## src/rtl/core/swt_pkg.sv

```systemverilog
// Shared types and constants of the software timer table.
package swt_pkg;

    localparam int CMD_W    = 3;
    localparam int IDX_W    = 3;
    localparam int PERIOD_W = 16;
    localparam int MASK_W   = 8;

    typedef enum logic [CMD_W-1:0] {
        CMD_TICK    = 3'd0,
        CMD_ADD     = 3'd1,
        CMD_SET_EN  = 3'd2,
        CMD_SET_PER = 3'd3,
        CMD_SERVICE = 3'd4
    } cmd_t;

    typedef enum logic [1:0] {
        ST_IDLE = 2'b01,
        ST_SCAN = 2'b10
    } state_t;

    // Write controls broadcast from the top level to every cell.
    typedef struct packed {
        logic                add;
        logic                set_en;
        logic                set_per;
        logic [IDX_W-1:0]    index;
        logic                enable;
        logic [PERIOD_W-1:0] period;
    } cell_ctl_t;

endpackage

```

## src/rtl/core/swt_cell.sv

```systemverilog
// One timer entry of the chain: holds its state and checks expiry when the scan token arrives.
module swt_cell #(
    parameter int CELL_ID   = 0,
    parameter int TICK_BITS = 16
) (
    input  logic                 clk,
    input  logic                 rst_n,
    input  swt_pkg::cell_ctl_t   ctl,
    input  logic [TICK_BITS-1:0] tick,
    input  logic                 token_in,
    output logic                 token_out,
    output logic                 hit
);

    localparam int CMP_W = (TICK_BITS > swt_pkg::PERIOD_W) ? TICK_BITS : swt_pkg::PERIOD_W;

    logic                         en_reg, en_next;
    logic [TICK_BITS-1:0]         ref_reg, ref_next;
    logic [swt_pkg::PERIOD_W-1:0] per_reg, per_next;
    logic                         tok_reg;
    logic [TICK_BITS-1:0]         elapsed;
    logic                         sel;

    assign elapsed = tick - ref_reg;
    assign sel     = (32'(ctl.index) == CELL_ID);
    assign hit     = token_in && en_reg && (CMP_W'(elapsed) > CMP_W'(per_reg));

    always_comb
    begin
        en_next  = en_reg;
        ref_next = ref_reg;
        per_next = per_reg;
        if (hit)
        begin
            // A one-shot timer turns itself off; a periodic one restarts.
            ref_next = tick;
            if (per_reg == '0)
            begin
                en_next = 1'b0;
            end
        end
        else if (sel && ctl.add)
        begin
            en_next  = ctl.enable;
            ref_next = '0;
            per_next = ctl.period;
        end
        else if (sel && ctl.set_en)
        begin
            en_next  = ctl.enable;
            ref_next = tick;
        end
        else if (sel && ctl.set_per)
        begin
            per_next = ctl.period;
        end
    end

    always_ff @(posedge clk or negedge rst_n)
    begin
        if (!rst_n)
        begin
            en_reg  <= 1'b0;
            ref_reg <= '0;
            per_reg <= '0;
            tok_reg <= 1'b0;
        end
        else
        begin
            en_reg  <= en_next;
            ref_reg <= ref_next;
            per_reg <= per_next;
            tok_reg <= token_in;
        end
    end

    assign token_out = tok_reg;

endmodule

```

## src/rtl/core/software_timer_table.sv

```systemverilog
// Top level of the software timer table: command decode, tick counter and the cell chain.
//
// Usage: a command word is taken at a rising edge where start is high and busy is
// low. Its fields are command, timer_index, enable_value and period_value.
// Tick, add timer, set enable and set period complete in that same edge; busy
// stays low and another word may follow in the very next cycle. Unused command
// codes and indexes beyond the table change nothing.
// A service word raises busy and launches a token down the row of NUM_TIMERS
// cells, one cell per cycle; each cell checks and updates its own timer when
// the token passes. The result word (expired_mask) appears with the done
// strobe once the token leaves the last cell; done is high for exactly one
// cycle and expired_mask holds until the next service. busy drops at the edge
// that ends the done cycle, and the next word can be taken once busy is low.
// The token walking the chain sets how long a service keeps busy high.
// Every service returns one result word, even when its mask is zero; timers
// beyond the eighth are serviced but have no mask bit.
// The receiver cannot stall: done lasts one cycle and must be taken then.
// Reset (rst_n low) clears the tick count and every timer's enable, reference
// and period, and leaves the block idle.
module software_timer_table #(
    parameter int NUM_TIMERS = 8,
    parameter int TICK_BITS  = 16
) (
    input  logic                         clk,
    input  logic                         rst_n,
    input  logic                         start,
    output logic                         busy,
    input  logic [swt_pkg::CMD_W-1:0]    command,
    input  logic [swt_pkg::IDX_W-1:0]    timer_index,
    input  logic                         enable_value,
    input  logic [swt_pkg::PERIOD_W-1:0] period_value,
    output logic                         done,
    output logic [swt_pkg::MASK_W-1:0]   expired_mask
);

    swt_pkg::state_t             state_reg, state_next;
    logic [TICK_BITS-1:0]        tick_reg, tick_next;
    logic                        launch_reg;
    logic [swt_pkg::MASK_W-1:0]  mask_reg, mask_next;
    logic                        accept;
    swt_pkg::cell_ctl_t          ctl;
    logic [NUM_TIMERS:0]         tok;
    logic [NUM_TIMERS-1:0]       hit;
    logic [swt_pkg::MASK_W-1:0]  hit_mask;

    assign busy   = (state_reg == swt_pkg::ST_SCAN);
    assign accept = start && !busy;

    // Write controls are only live on the edge a word is taken.
    always_comb
    begin
        ctl.add     = 1'b0;
        ctl.set_en  = 1'b0;
        ctl.set_per = 1'b0;
        ctl.index   = timer_index;
        ctl.enable  = enable_value;
        ctl.period  = period_value;
        if (accept)
        begin
            case (command)
                swt_pkg::CMD_ADD:     ctl.add     = 1'b1;
                swt_pkg::CMD_SET_EN:  ctl.set_en  = 1'b1;
                swt_pkg::CMD_SET_PER: ctl.set_per = 1'b1;
                default:              ;
            endcase
        end
    end

    assign tok[0] = launch_reg;

    for (genvar i = 0; i < NUM_TIMERS; i++)
    begin : g_cell
        swt_cell #(
            .CELL_ID   (i),
            .TICK_BITS (TICK_BITS)
        ) u_cell (
            .clk       (clk),
            .rst_n     (rst_n),
            .ctl       (ctl),
            .tick      (tick_reg),
            .token_in  (tok[i]),
            .token_out (tok[i+1]),
            .hit       (hit[i])
        );
    end

    // Only the first eight timers own a bit of the mask.
    for (genvar b = 0; b < swt_pkg::MASK_W; b++)
    begin : g_mask
        if (b < NUM_TIMERS)
        begin : g_on
            assign hit_mask[b] = hit[b];
        end
        else
        begin : g_off
            assign hit_mask[b] = 1'b0;
        end
    end

    always_comb
    begin
        state_next = state_reg;
        tick_next  = tick_reg;
        mask_next  = mask_reg | hit_mask;
        case (state_reg)
            swt_pkg::ST_IDLE:
            begin
                if (accept && command == swt_pkg::CMD_TICK)
                begin
                    tick_next = tick_reg + 1'b1;
                end
                if (accept && command == swt_pkg::CMD_SERVICE)
                begin
                    state_next = swt_pkg::ST_SCAN;
                    mask_next  = '0;
                end
            end
            swt_pkg::ST_SCAN:
            begin
                if (done)
                begin
                    state_next = swt_pkg::ST_IDLE;
                end
            end
            default:
            begin
                state_next = swt_pkg::ST_IDLE;
            end
        endcase
    end

    always_ff @(posedge clk or negedge rst_n)
    begin
        if (!rst_n)
        begin
            state_reg  <= swt_pkg::ST_IDLE;
            tick_reg   <= '0;
            launch_reg <= 1'b0;
            mask_reg   <= '0;
        end
        else
        begin
            state_reg  <= state_next;
            tick_reg   <= tick_next;
            launch_reg <= accept && (command == swt_pkg::CMD_SERVICE);
            mask_reg   <= mask_next;
        end
    end

    // The token leaving the last cell marks a finished pass.
    assign done         = tok[NUM_TIMERS];
    assign expired_mask = mask_reg;

endmodule

```

## config.mk

```make
export PLATFORM = sky130hd
export DESIGN_NAME = software_timer_table
export DESIGN_NICKNAME = d
export VERILOG_FILES = /design/src/rtl/core/swt_pkg.sv /design/src/rtl/core/swt_cell.sv /design/src/rtl/core/software_timer_table.sv
export SDC_FILE = /design/constraint.sdc
export NUM_CORES = 1
export LEC_CHECK = 0
export BUFFER_PORTS_ARGS = -buffer_cell sky130_fd_sc_hd__buf_2
export CAP_MARGIN = 20
export CORE_MARGIN = 2
export CORE_UTILIZATION = 54
export DETAILED_ROUTE_END_ITERATION = 10
export GPL_ROUTABILITY_DRIVEN = 0
export GPL_TIMING_DRIVEN = 0
export PLACE_DENSITY = 0.75
export SLEW_MARGIN = 20
export SYNTH_ARGS = -nofsm -noshare
export SYNTH_HDL_FRONTEND = slang
export SYNTH_SLANG_ARGS = --single-unit
```

## constraint.sdc

```tcl
create_clock -name clk -period 5.6 [get_ports clk]
set_input_delay 0.56 -clock clk [delete_from_list [all_inputs] [get_ports clk]]
set_output_delay 0.56 -clock clk [all_outputs]
set_load 0.1 [all_outputs]
```

# After elaboration in Yosys (flattened, before gate mapping)
# Index checks and enable logic that the tools add are counted.
[totals]
ff_bits = 299
in_bits = 26
out_inout_bits = 10
wordCells = 270
[op_classes]
n_addsub = 9
order_cmp = 8
n_eq_ne = 31
mux = 89
bitwise_logic = 9
reduce_logical = 88
[op_table]
columns = ["cell", "n"]
rows = [
  ["$mux W16", 48],
  ["$gt A16 B16 Y1", 8],
  ["$logic_not A16 Y1", 8],
  ["$sub A16 B16 Y16", 8],
  ["$logic_and A1 B1 Y1", 43],
  ["$mux W1", 35],
  ["$reduce_and A3 Y1", 8],
  ["$reduce_bool A3 Y1", 8],
  ["$reduce_and A2 Y1", 10],
  ["$ne A2 B1 Y1 const B", 9],
  ["$ne A2 B2 Y1 const B", 9],
  ["$add A16 B1 Y16 const B", 1],
  ["$mux W8", 2],
  ["$reduce_bool A2 Y1", 8],
  ["$eq A3 B3 Y1 const B", 5],
  ["$eq A3 B2 Y1 const B", 4],
  ["$not A1 Y1", 8],
  ["$or A8 B8 Y8", 1],
  ["$eq A3 B1 Y1 const B", 2],
  ["$logic_not A3 Y1", 2],
  ["$mux W2", 2],
  ["$pmux W2 S2", 1],
  ["$mux W3", 1],
  ["$eq A2 B1 Y1 const B", 1],
  ["2 further kinds", 2],
]

# Depth between registers and ports, before layout
# Gate-level depths: netlist of the first run.
[logic_depth]
word_depth = 8
depth_mapped = 21

# Hierarchy
# A second synthesis of the first run with hierarchy kept.
[unflattened]
cells_unflattened = 2114
hier_area_um2 = 21232.9
[by_module_without_submodules]
columns = ["module", "instances", "cells_each", "area_each_um2"]
rows = [
  ["swt_cell at g_cell[2].u_cell ...", 2, 246, 2466.1],
  ["swt_cell at g_cell[1].u_cell", 1, 253, 2558.7],
  ["swt_cell at g_cell[7].u_cell", 1, 259, 2552.4],
  ["swt_cell at g_cell[5].u_cell", 1, 263, 2543.7],
  ["swt_cell at g_cell[6].u_cell", 1, 257, 2539.9],
  ["swt_cell at g_cell[3].u_cell", 1, 247, 2466.1],
  ["swt_cell at g_cell[0].u_cell", 1, 246, 2463.6],
  ["software_timer_table", 1, 97, 1176.1],
]

# Worst setup path after synthesis of the first run
# No wires, ideal clock.
[synth_timing]
path_type = "register to register"
from = "reg tick_reg[1]"
to = "reg g_cell[1].u_cell.per_reg[10] (netlist name)"
setup_time_ns = 0.125
arrival_time_ns = 4.696
path_slack_ns = 0.779
path_stages_with_launch = 19
period_less_slack_ns = 4.821
path_cell_list = "dfrtp_1 > clkbuf_1 > inv_1 > fa_1 > nor2b_1 > o21a_1 > o21a_1 > o22a_1 > a41o_1 > or2_2 > xor2_1 > ha_1 > nand2_1 > or2_1 > or3_4 > o211a_4 > a211oi_4 > buf_8 > mux2_4"
[synth_between]
elab_chain_len = 5
[synth_rtl]
columns = ["element", "line_no", "text"]
rows = [
  ["start: declaration", "software_timer_table.sv:37", "logic [TICK_BITS-1:0] tick_reg, tick_next;"],
  ["start signal: assignment", "software_timer_table.sv:144", "tick_reg <= tick_next;"],
  ["$sub A16 B16 Y16", "swt_cell.sv:24", "assign elapsed = tick - ref_reg;"],
  ["$gt A16 B16 Y1", "swt_cell.sv:26", "assign hit = token_in && en_reg && (CMP_W'(elapsed) > CMP_W'(per_reg));"],
  ["$logic_and A1 B1 Y1", "swt_cell.sv:26", ""],
  ["$not A1 Y1 (no source line)", "n/a", ""],
  ["$reduce_and A3 Y1 (no source line)", "n/a", ""],
  ["end signal: assignment", "swt_cell.sv:72", "per_reg <= per_next;"],
  ["end: declaration", "swt_cell.sv:19", "logic [swt_pkg::PERIOD_W-1:0] per_reg, per_next;"],
]
# Every way passes these cells.
# A chain may end at the register's enable or synchronous reset.

# Final worst setup path of the first run
[layout_timing]
from = "reg tick_reg[8]"
to = "reg g_cell[0].u_cell.per_reg[6] (netlist name)"
[layout_between]
elab_chain_len = 5
[layout_rtl]
columns = ["element", "line_no"]
rows = [
  ["$sub A16 B16 Y16", "swt_cell.sv:24"],
  ["$gt A16 B16 Y1", "swt_cell.sv:26"],
  ["$logic_and A1 B1 Y1", "swt_cell.sv:26"],
  ["$not A1 Y1 (no source line)", "n/a"],
  ["$reduce_and A3 Y1 (no source line)", "n/a"],
  ["end signal: assignment", "swt_cell.sv:72"],
  ["end: declaration", "swt_cell.sv:19"],
]
# Every way passes these cells.

==> results.md, run 1 <==
- Core Area: 38560 sq um
- DRC Markers: 0
- PwrDens: 200.0 nW/um^2
- Final period utilization: 98.63%
- CP endpoint kind: flip-flop
- Largest area contributor in the netlist: dfrtp_1
- Die Y: 201.4 um
- Share of flip-flops with an asynchronous set or reset: 100.0%
- Top post-synthesis cells by area: dfrtp_1 (35%), ha_1 (15%), mux2_2 (5.9%), inv_1 (4.8%), a22o_1 (4.7%)
- Vias per cell: 6.283
- Fin crit period: 5.523 ns
- Drt first pass iters: 6
- R2R Path End: g_cell[0].u_cell.per_reg[6]
- Vias: 17460
- First-pass GRT wire length: 96230 um
- Drt initial violations: 1434
- Status: finished clean
- Worst Skew: 0.02906 ns
- Critical-path maximum fanout: 10
- Largest net degree at the start of global routing: 94
- Number of distinct library cells after synthesis: 81
- Setup violators final: 0
- Data arrival time of the worst path: 5.93 ns
- Post-Syn Instances: 2144
- Placement-stage cell area: 21990 sq um
- Worst EP required: 6.01 ns
- DIE WIDTH: 201.4 um
- Slew HR: 15.04%
- Reg-to-Reg Start: tick_reg[8]
- R2R Setup Slk: 0.08 ns
- Final slew viol count: 0
- Longest Clk Path Bufs: 3
- Average cell area after synthesis: 9.818 sq um
- Power Total: 4.654 mW
- Most common cell after layout, fill and taps aside: dfrtp_1
- Routed Antenna Nets: 0
- Util after Layout: 60.36%
- Ports: 36
- Clock root buffer: clkbuf_16
- Final instance area: 23270 sq um
- Pleak: 11.06 nW
- CP startpoint: tick_reg[8]
- Area Growth Syn to Fin: 10.56%
- Commonest non-fill, non-tap cells in the layout: dfrtp_1 (296), inv_1 (268), ha_1 (249)
- Main flop type after synthesis: dfrtp_1
- Ys Warns: 0
- Startpoint types: flip-flop
- Post-synth EDFFs: 0
- Peak VDD IR: 223.6 uV
- Starting density of the core: 54.59%
- Synth top area share: 35.43%
- Clock transition at path regs: 0.06 ns
- Setup TNS: 0 ns
- Mapped cell area: 21050 sq um
- Syn Nets: 2427
- DPL Wire Length: 41940 um
- CTS tree: built
- Cell Rows: 72
- Filler Cells Inserted: 3287
- Hold WC Path Type: primary input to flip-flop
- WS Path Type: flip-flop to flip-flop
- Reg2reg path depth: 14
- Die area: 40570 sq um
- Initial antenna violation count: 5
- H-tree depth reported by CTS: 2
- Max-cap violations: 0
- Synth Register Bits: 299
- WL per Instance: 22.64 um
- Clock Latency Late Sink: 0.54 ns
- Fraction of layout cells with a size suffix above 1: 13.37%
- Tot GR Track Use: 30.93%
- Nets@finish: 2517
- Final WL: 62920 um
- Num CTS Buffers: 34
- Sequential share of the synthesized area: 35.55%
- Final hold vios: 0
- Minimum hold slack: 0.2800 ns
- Total clock sinks: 299
- I/O Buffers: 33
- Tightest Pin Transition: 1.274 ns
- Max Clk Rate: 181.1 MHz
- Crit path to: g_cell[0].u_cell.per_reg[6]
- GR Overflow Total: 0
- Vias in the first global route: 17290
power by group:
part           total, mW  internal [mW]  switching, mW
sequential          2.17           2.17        0.00594
clock               2.28           1.35          0.923
combinational      0.204         0.0584          0.145
total               4.65           3.58           1.07
stage by stage:
step,instances,setup WS (ns)
after floorplan,2144,0.7790
after global placement,2695,-1.476
after detailed placement,2701,-0.7399
after CTS,2768,0.09797
after global routing,2776,-0.005385
final,2779,0.07681
area by class of cell:
cell class	instances	area, sq um	share of cell area, %
clock buffer	50	982.2	4.220
clock inverter	10	128.9	0.5538
tap	518	648.1	2.785
antenna	3	7.507	0.03226
multi-input combinational	1516	12300	52.84
timing repair buffer	55	401.6	1.726
inverter	270	1021	4.387
buffer	58	296.5	1.274
sequential	299	7488	32.18
per-layer routing:
metal  share of wire (%)  up-vias  track usage [%]
li1                    -     7942                -
met1                  39     8566            38.33
met2                  46      728            50.27
met3                 8.6      225            6.220
met4                 6.9        0            18.09
met5                   0        -                0
Yosys cell counts (all sizes together), types with 29 or more instances:
cell	number
dfrtp	298
inv	270
ha	249
mux2	128
a22o	113
nor2	100
a21oi	99
xnor2	74
nand2	71
o21ai	69
a21o	68
nand4	57
o21a	51
nor3	44
nand3	42
nor4	39
nor2b	35
xor2	33
and3	30
buf	30
clkbuf	29
timing repair:
action | in CTS | in global routing
pin swaps | 0 | 2
endpoints found under the setup margin | 266 | 152
setup buffers | 6 | 9
gates resized for setup | 5 | 14
endpoints found under the hold margin | 57 | 0
hold buffers | 1 | 0
worst min path at each step:
stage                          startpoint                    endpoint  cells past startpoint
2_1_floorplan                       rst_n             expired_mask[0]                      0
3_3_place_gp   g_cell[6].u_cell.token_out  g_cell[7].u_cell.token_out                      0
3_5_place_dp   g_cell[6].u_cell.token_out  g_cell[7].u_cell.token_out                      0
4_1_cts                        command[2]                  launch_reg                      3
5_1_grt                        command[2]                  launch_reg                      3
6_report                       command[2]                  launch_reg                      3
cell families (layout without fill, tap and decap cells):
| kind of cell | Yosys count | after routing | share of synthesized area [%] |
|---|---|---|---|
| buf+inv | 329 | 443 | 6.158 |
| flops | 299 | 299 | 35.55 |
| xor+xnor | 107 | 107 | 4.452 |
| fa+ha+maj | 257 | 257 | 15.56 |
| mux | 131 | 131 | 7.169 |
| compound gates | 535 | 535 | 18.49 |
| simple gates | 486 | 486 | 12.62 |
| other cells | 0 | 3 | 0 |
worst max-delay path, stage by stage (launching register included):
cell and delay [ns]:
dfrtp_1 1.08, ha_1 0.46, and4_1 0.22, a2111oi_0 0.82, o31ai_1 0.20, a21oi_1 0.21, xnor2_1 0.10, ha_1 0.31
nand4_1 0.12, or2_1 0.29, o311a_1 0.40, and2_1 0.19, nor3_4 0.38, buf_4 0.27, mux2_2 0.34
Power figures use the tool's default switching activity.
==> run 2, diff against run 1 <==
--- a/config.mk
+++ b/config.mk
@@ -5,6 +5,7 @@
 export SDC_FILE = /design/constraint.sdc
 export NUM_CORES = 1
 export LEC_CHECK = 0
+export ABC_AREA = 1
 export BUFFER_PORTS_ARGS = -buffer_cell sky130_fd_sc_hd__buf_2
 export CAP_MARGIN = 20
 export CORE_MARGIN = 2
==> run 2 against run 1 <==
Net effect: sequential power grew 35%; critical path depth grew 8; global-route usage grew 1.5 points; critical path type unchanged; largest cell class unchanged.
==> results.md, run 2 <==
- Status: finished clean
- CTS tree: built
- Largest area contributor in the netlist: dfrtp_1
- Syn Nets: 3267 (+35%)
- Pleak: 12.90 nW (+17%)
- Longest Clk Path Bufs: 3 (unchanged)
- Critical-path maximum fanout: 10 (unchanged)
- CP endpoint kind: flip-flop
- First-pass GRT wire length: 104200 um (+8.3%)
- Commonest non-fill, non-tap cells in the layout: nand2_1 (787), inv_1 (448), dfrtp_1 (297)
- PwrDens: 529.2 nW/um^2 (+160%)
- H-tree depth reported by CTS: 2 (unchanged)
- Routed Antenna Nets: 0 (unchanged)
- Synth top area share: 33.74% (-1.7 points)
- Nets@finish: 3344 (+33%)
- Area Growth Syn to Fin: 9.850%
- Placed Cells: 3552 (+32%)
- Most common cell after layout, fill and taps aside: nand2_1
- Vias in the first global route: 19670 (+14%)
- WL per Instance: 18.67 um (-18%)
- Tightest Pin Transition: 1.247 ns (-0.02751 ns)
- CP Cell Sequence: clkbuf_2 -> clkinvlp_4 -> buf_4 -> fa_1 -> o21ai_0 -> a21boi_0 -> o21ai_0 -> nand2_1 -> nand3_1 -> nand2_1 -> ha_1 -> nand2_1 -> nor2_1 -> nand2_1 -> nor2_1 -> nand2_1 -> nand3_1 -> nand2_2 -> nand2_1 -> buf_2 -> nand2_1 -> o21ai_0
- Starting density of the core: 54.38% (-0.21 points)
- Die area: 42560 sq um (+4.9%)
- Worst EP required: 6.06 ns (+0.05 ns)
- Final slew viol count: 0 (unchanged)
- Sequential share of the synthesized area: 33.86% (-1.7 points)
- RSZ-0062 raised after global routing: no
- Share of flip-flops with an asynchronous set or reset: 100.0% (unchanged)
- Final WL: 67610 um (+7.4%)
- Fraction of layout cells with a size suffix above 1: 6.546% (-6.8 points)
- Total clock sinks: 299 (unchanged)
- I/O Buffers: 33 (unchanged)
- GR Overflow Total: 0 (unchanged)
- Clock transition at path regs: 0.06 ns (about the same)
- Final period utilization: 92.48% (-6.2 points)
- Synth cell count leaders: nand2_1 (787), inv_1 (449), dfrtp_1 (298), nand3_1 (291), ha_1 (249)
- Setup violators final: 0 (unchanged)
- Crit-path leading delay family: simple AND/OR/NAND/NOR gates
- Worst path max stage delay: 0.70 ns (-0.38 ns)
- WP buf/inv: 4 (+3)
- Initial antenna violation count: 3 (-2)
- Final hold vios: 0 (unchanged)
- Clock root buffer: clkbuf_16
- Fin crit period: 5.179 ns (-0.3445 ns)
- Worst Skew: 0.01629 ns (-0.01277 ns)
- Max Clk Rate: 193.1 MHz (+6.7%)
- Tot GR Track Use: 32.40% (+1.5 points)
- Mapped cell area: 22100 sq um (+5.0%)
- Clock Latency Late Sink: 0.55 ns (about the same)
- Hold WC Path Type: primary input to flip-flop
- Max-cap violations: 0 (unchanged)
- Crit-path slowest cell: dfrtp_2
- DPL Wire Length: 46030 um (+9.8%)
- Die Y: 206.3 um (+2.4%)
- Top post-synthesis cells by area: dfrtp_1 (34%), ha_1 (14%), nand2_1 (13%), inv_1 (7.6%), nand3_1 (6.6%)
- Number of distinct library cells after synthesis: 43 (-47%)
- Setup TNS: 0 ns (unchanged)
- Synth Register Bits: 299 (unchanged)
- Ys Warns: 0 (unchanged)
- Post-synth EDFFs: 0 (unchanged)
- DRC Markers: 0 (unchanged)
- Startpoint types: flip-flop
- Data arrival time of the worst path: 5.64 ns (-0.29 ns)
- DIE WIDTH: 206.3 um (+2.4%)
- Core Area: 40650 sq um (+5.4%)
- Peak VDD IR: 372.5 uV (+67%)
- Ports: 36 (unchanged)
- Cell Rows: 74 (+2.8%)
- Num CTS Buffers: 34 (unchanged)
- Drt first pass iters: 7 (+1)
- Minimum hold slack: 0.3032 ns (+0.02324 ns)
- Vias per cell: 5.756 (-8.4%)
- Main flop type after synthesis: dfrtp_1
- Drt initial violations: 2187 (+53%)
- R2R Setup Slk: 0.42 ns (+0.34 ns)
- WS Path Type: flip-flop to flip-flop
- Largest net degree at the start of global routing: 104 (+11%)
- Most frequent cell after synthesis: nand2_1
- Non-Filler Instances: 3622 (+30%)
- Average cell area after synthesis: 7.407 sq um (-25%)
- Post-Syn Instances: 2984 (+39%)
- Slew HR: 16.87% (+1.8 points)
- Crit path top cell by count: nand2_1
- Vias: 20850 (+19%)
run 2: cell families (layout without fill, tap and decap cells):
logic type / Yosys count / after routing / share of synthesized area, %
adders and majority gates: 257 / 257 / 14.82
and+or+nand+nor: 1351 / 1351 / 27.13
AOI/OAI and AO/OA: 430 / 430 / 10.33
xor gates and xnor gates: 104 / 104 / 4.121
other: 0 / 4 / 0
buffers and inverters: 543 / 645 / 9.742
DFF: 299 / 299 / 33.86
run 2: final timing paths:
path / from / end / cells past startpoint
setup / recovery: tick_reg[1] / g_cell[7].u_cell.ref_reg[9] / 22
hold / removal: period_value[6] / g_cell[7].u_cell.per_reg[6] / 3
setup reg to reg: tick_reg[1] / g_cell[7].u_cell.ref_reg[9] / 22
hold reg to reg: launch_reg / g_cell[0].u_cell.token_out / 0
max in group asynchronous: rst_n / g_cell[6].u_cell.ref_reg[11] / 4
min in group asynchronous: rst_n / g_cell[0].u_cell.per_reg[10] / 2
run 2: through the flow:
step	total power, mW	area (sq um)	worst slack (ns)	util (%)
after floorplan	8.584	22100	1.649	-
final	12.85	24280	0.4213	59.73
after global routing	14.14	24270	0.06278	59.71
after CTS	12.77	24270	0.2303	59.70
after global placement	9.892	22930	-1.458	56.42
after detailed placement	10.28	23030	-0.4727	56.65
run 2: layer usage:
metal	track usage, %	part of all wire (%)	routed length [um]
met1	42.37	40	27010
met2	49.16	43	28940
met3	6.780	10	7028
met4	20.05	6.8	4618
met5	0	0.016	11
run 2: worst reg2reg max path: stages (launching register included):
cell and delay [ns]:
dfrtp_2 0.70, clkbuf_2 0.51, clkinvlp_4 0.19, buf_4 0.22, fa_1 0.47, o21ai_0 0.41, a21boi_0 0.27, o21ai_0 0.34
nand2_1 0.13, nand3_1 0.09, nand2_1 0.08, ha_1 0.28, nand2_1 0.06, nor2_1 0.14, nand2_1 0.08, nor2_1 0.14
nand2_1 0.08, nand3_1 0.12, nand2_2 0.11, nand2_1 0.21, buf_2 0.29, nand2_1 0.07, o21ai_0 0.12
run 2: what timing repair did:
action                                 in CTS  in global routing
setup buffers                               4                  0
endpoints found under the hold margin      53                  0
hold buffers                                1                  0
pin swaps                                   0                  0
resized for setup                           2                  1
setup endpoints to repair                 241                 93
run 2: layout make-up:
| class | instances | area [sq um] |
|---|---|---|
| Clock buffer | 52 | 1072 |
| Antenna cell | 4 | 10.01 |
| Fill cell | 3623 | 16370 |
| Inverter | 464 | 1748 |
| Multi-Input combinational cell | 2142 | 12470 |
| Tap cell | 532 | 665.6 |
| Sequential cell | 299 | 7485 |
| Buffer | 79 | 412.9 |
| Clock inverter | 9 | 122.6 |
| Timing Repair Buffer | 41 | 297.8 |
run 2: power by group:
part           internal [mW]  switching [mW]
Sequential              2.52           0.393
Clock                   1.46           0.944
Combinational           2.99            4.54
Total                   6.97            5.88
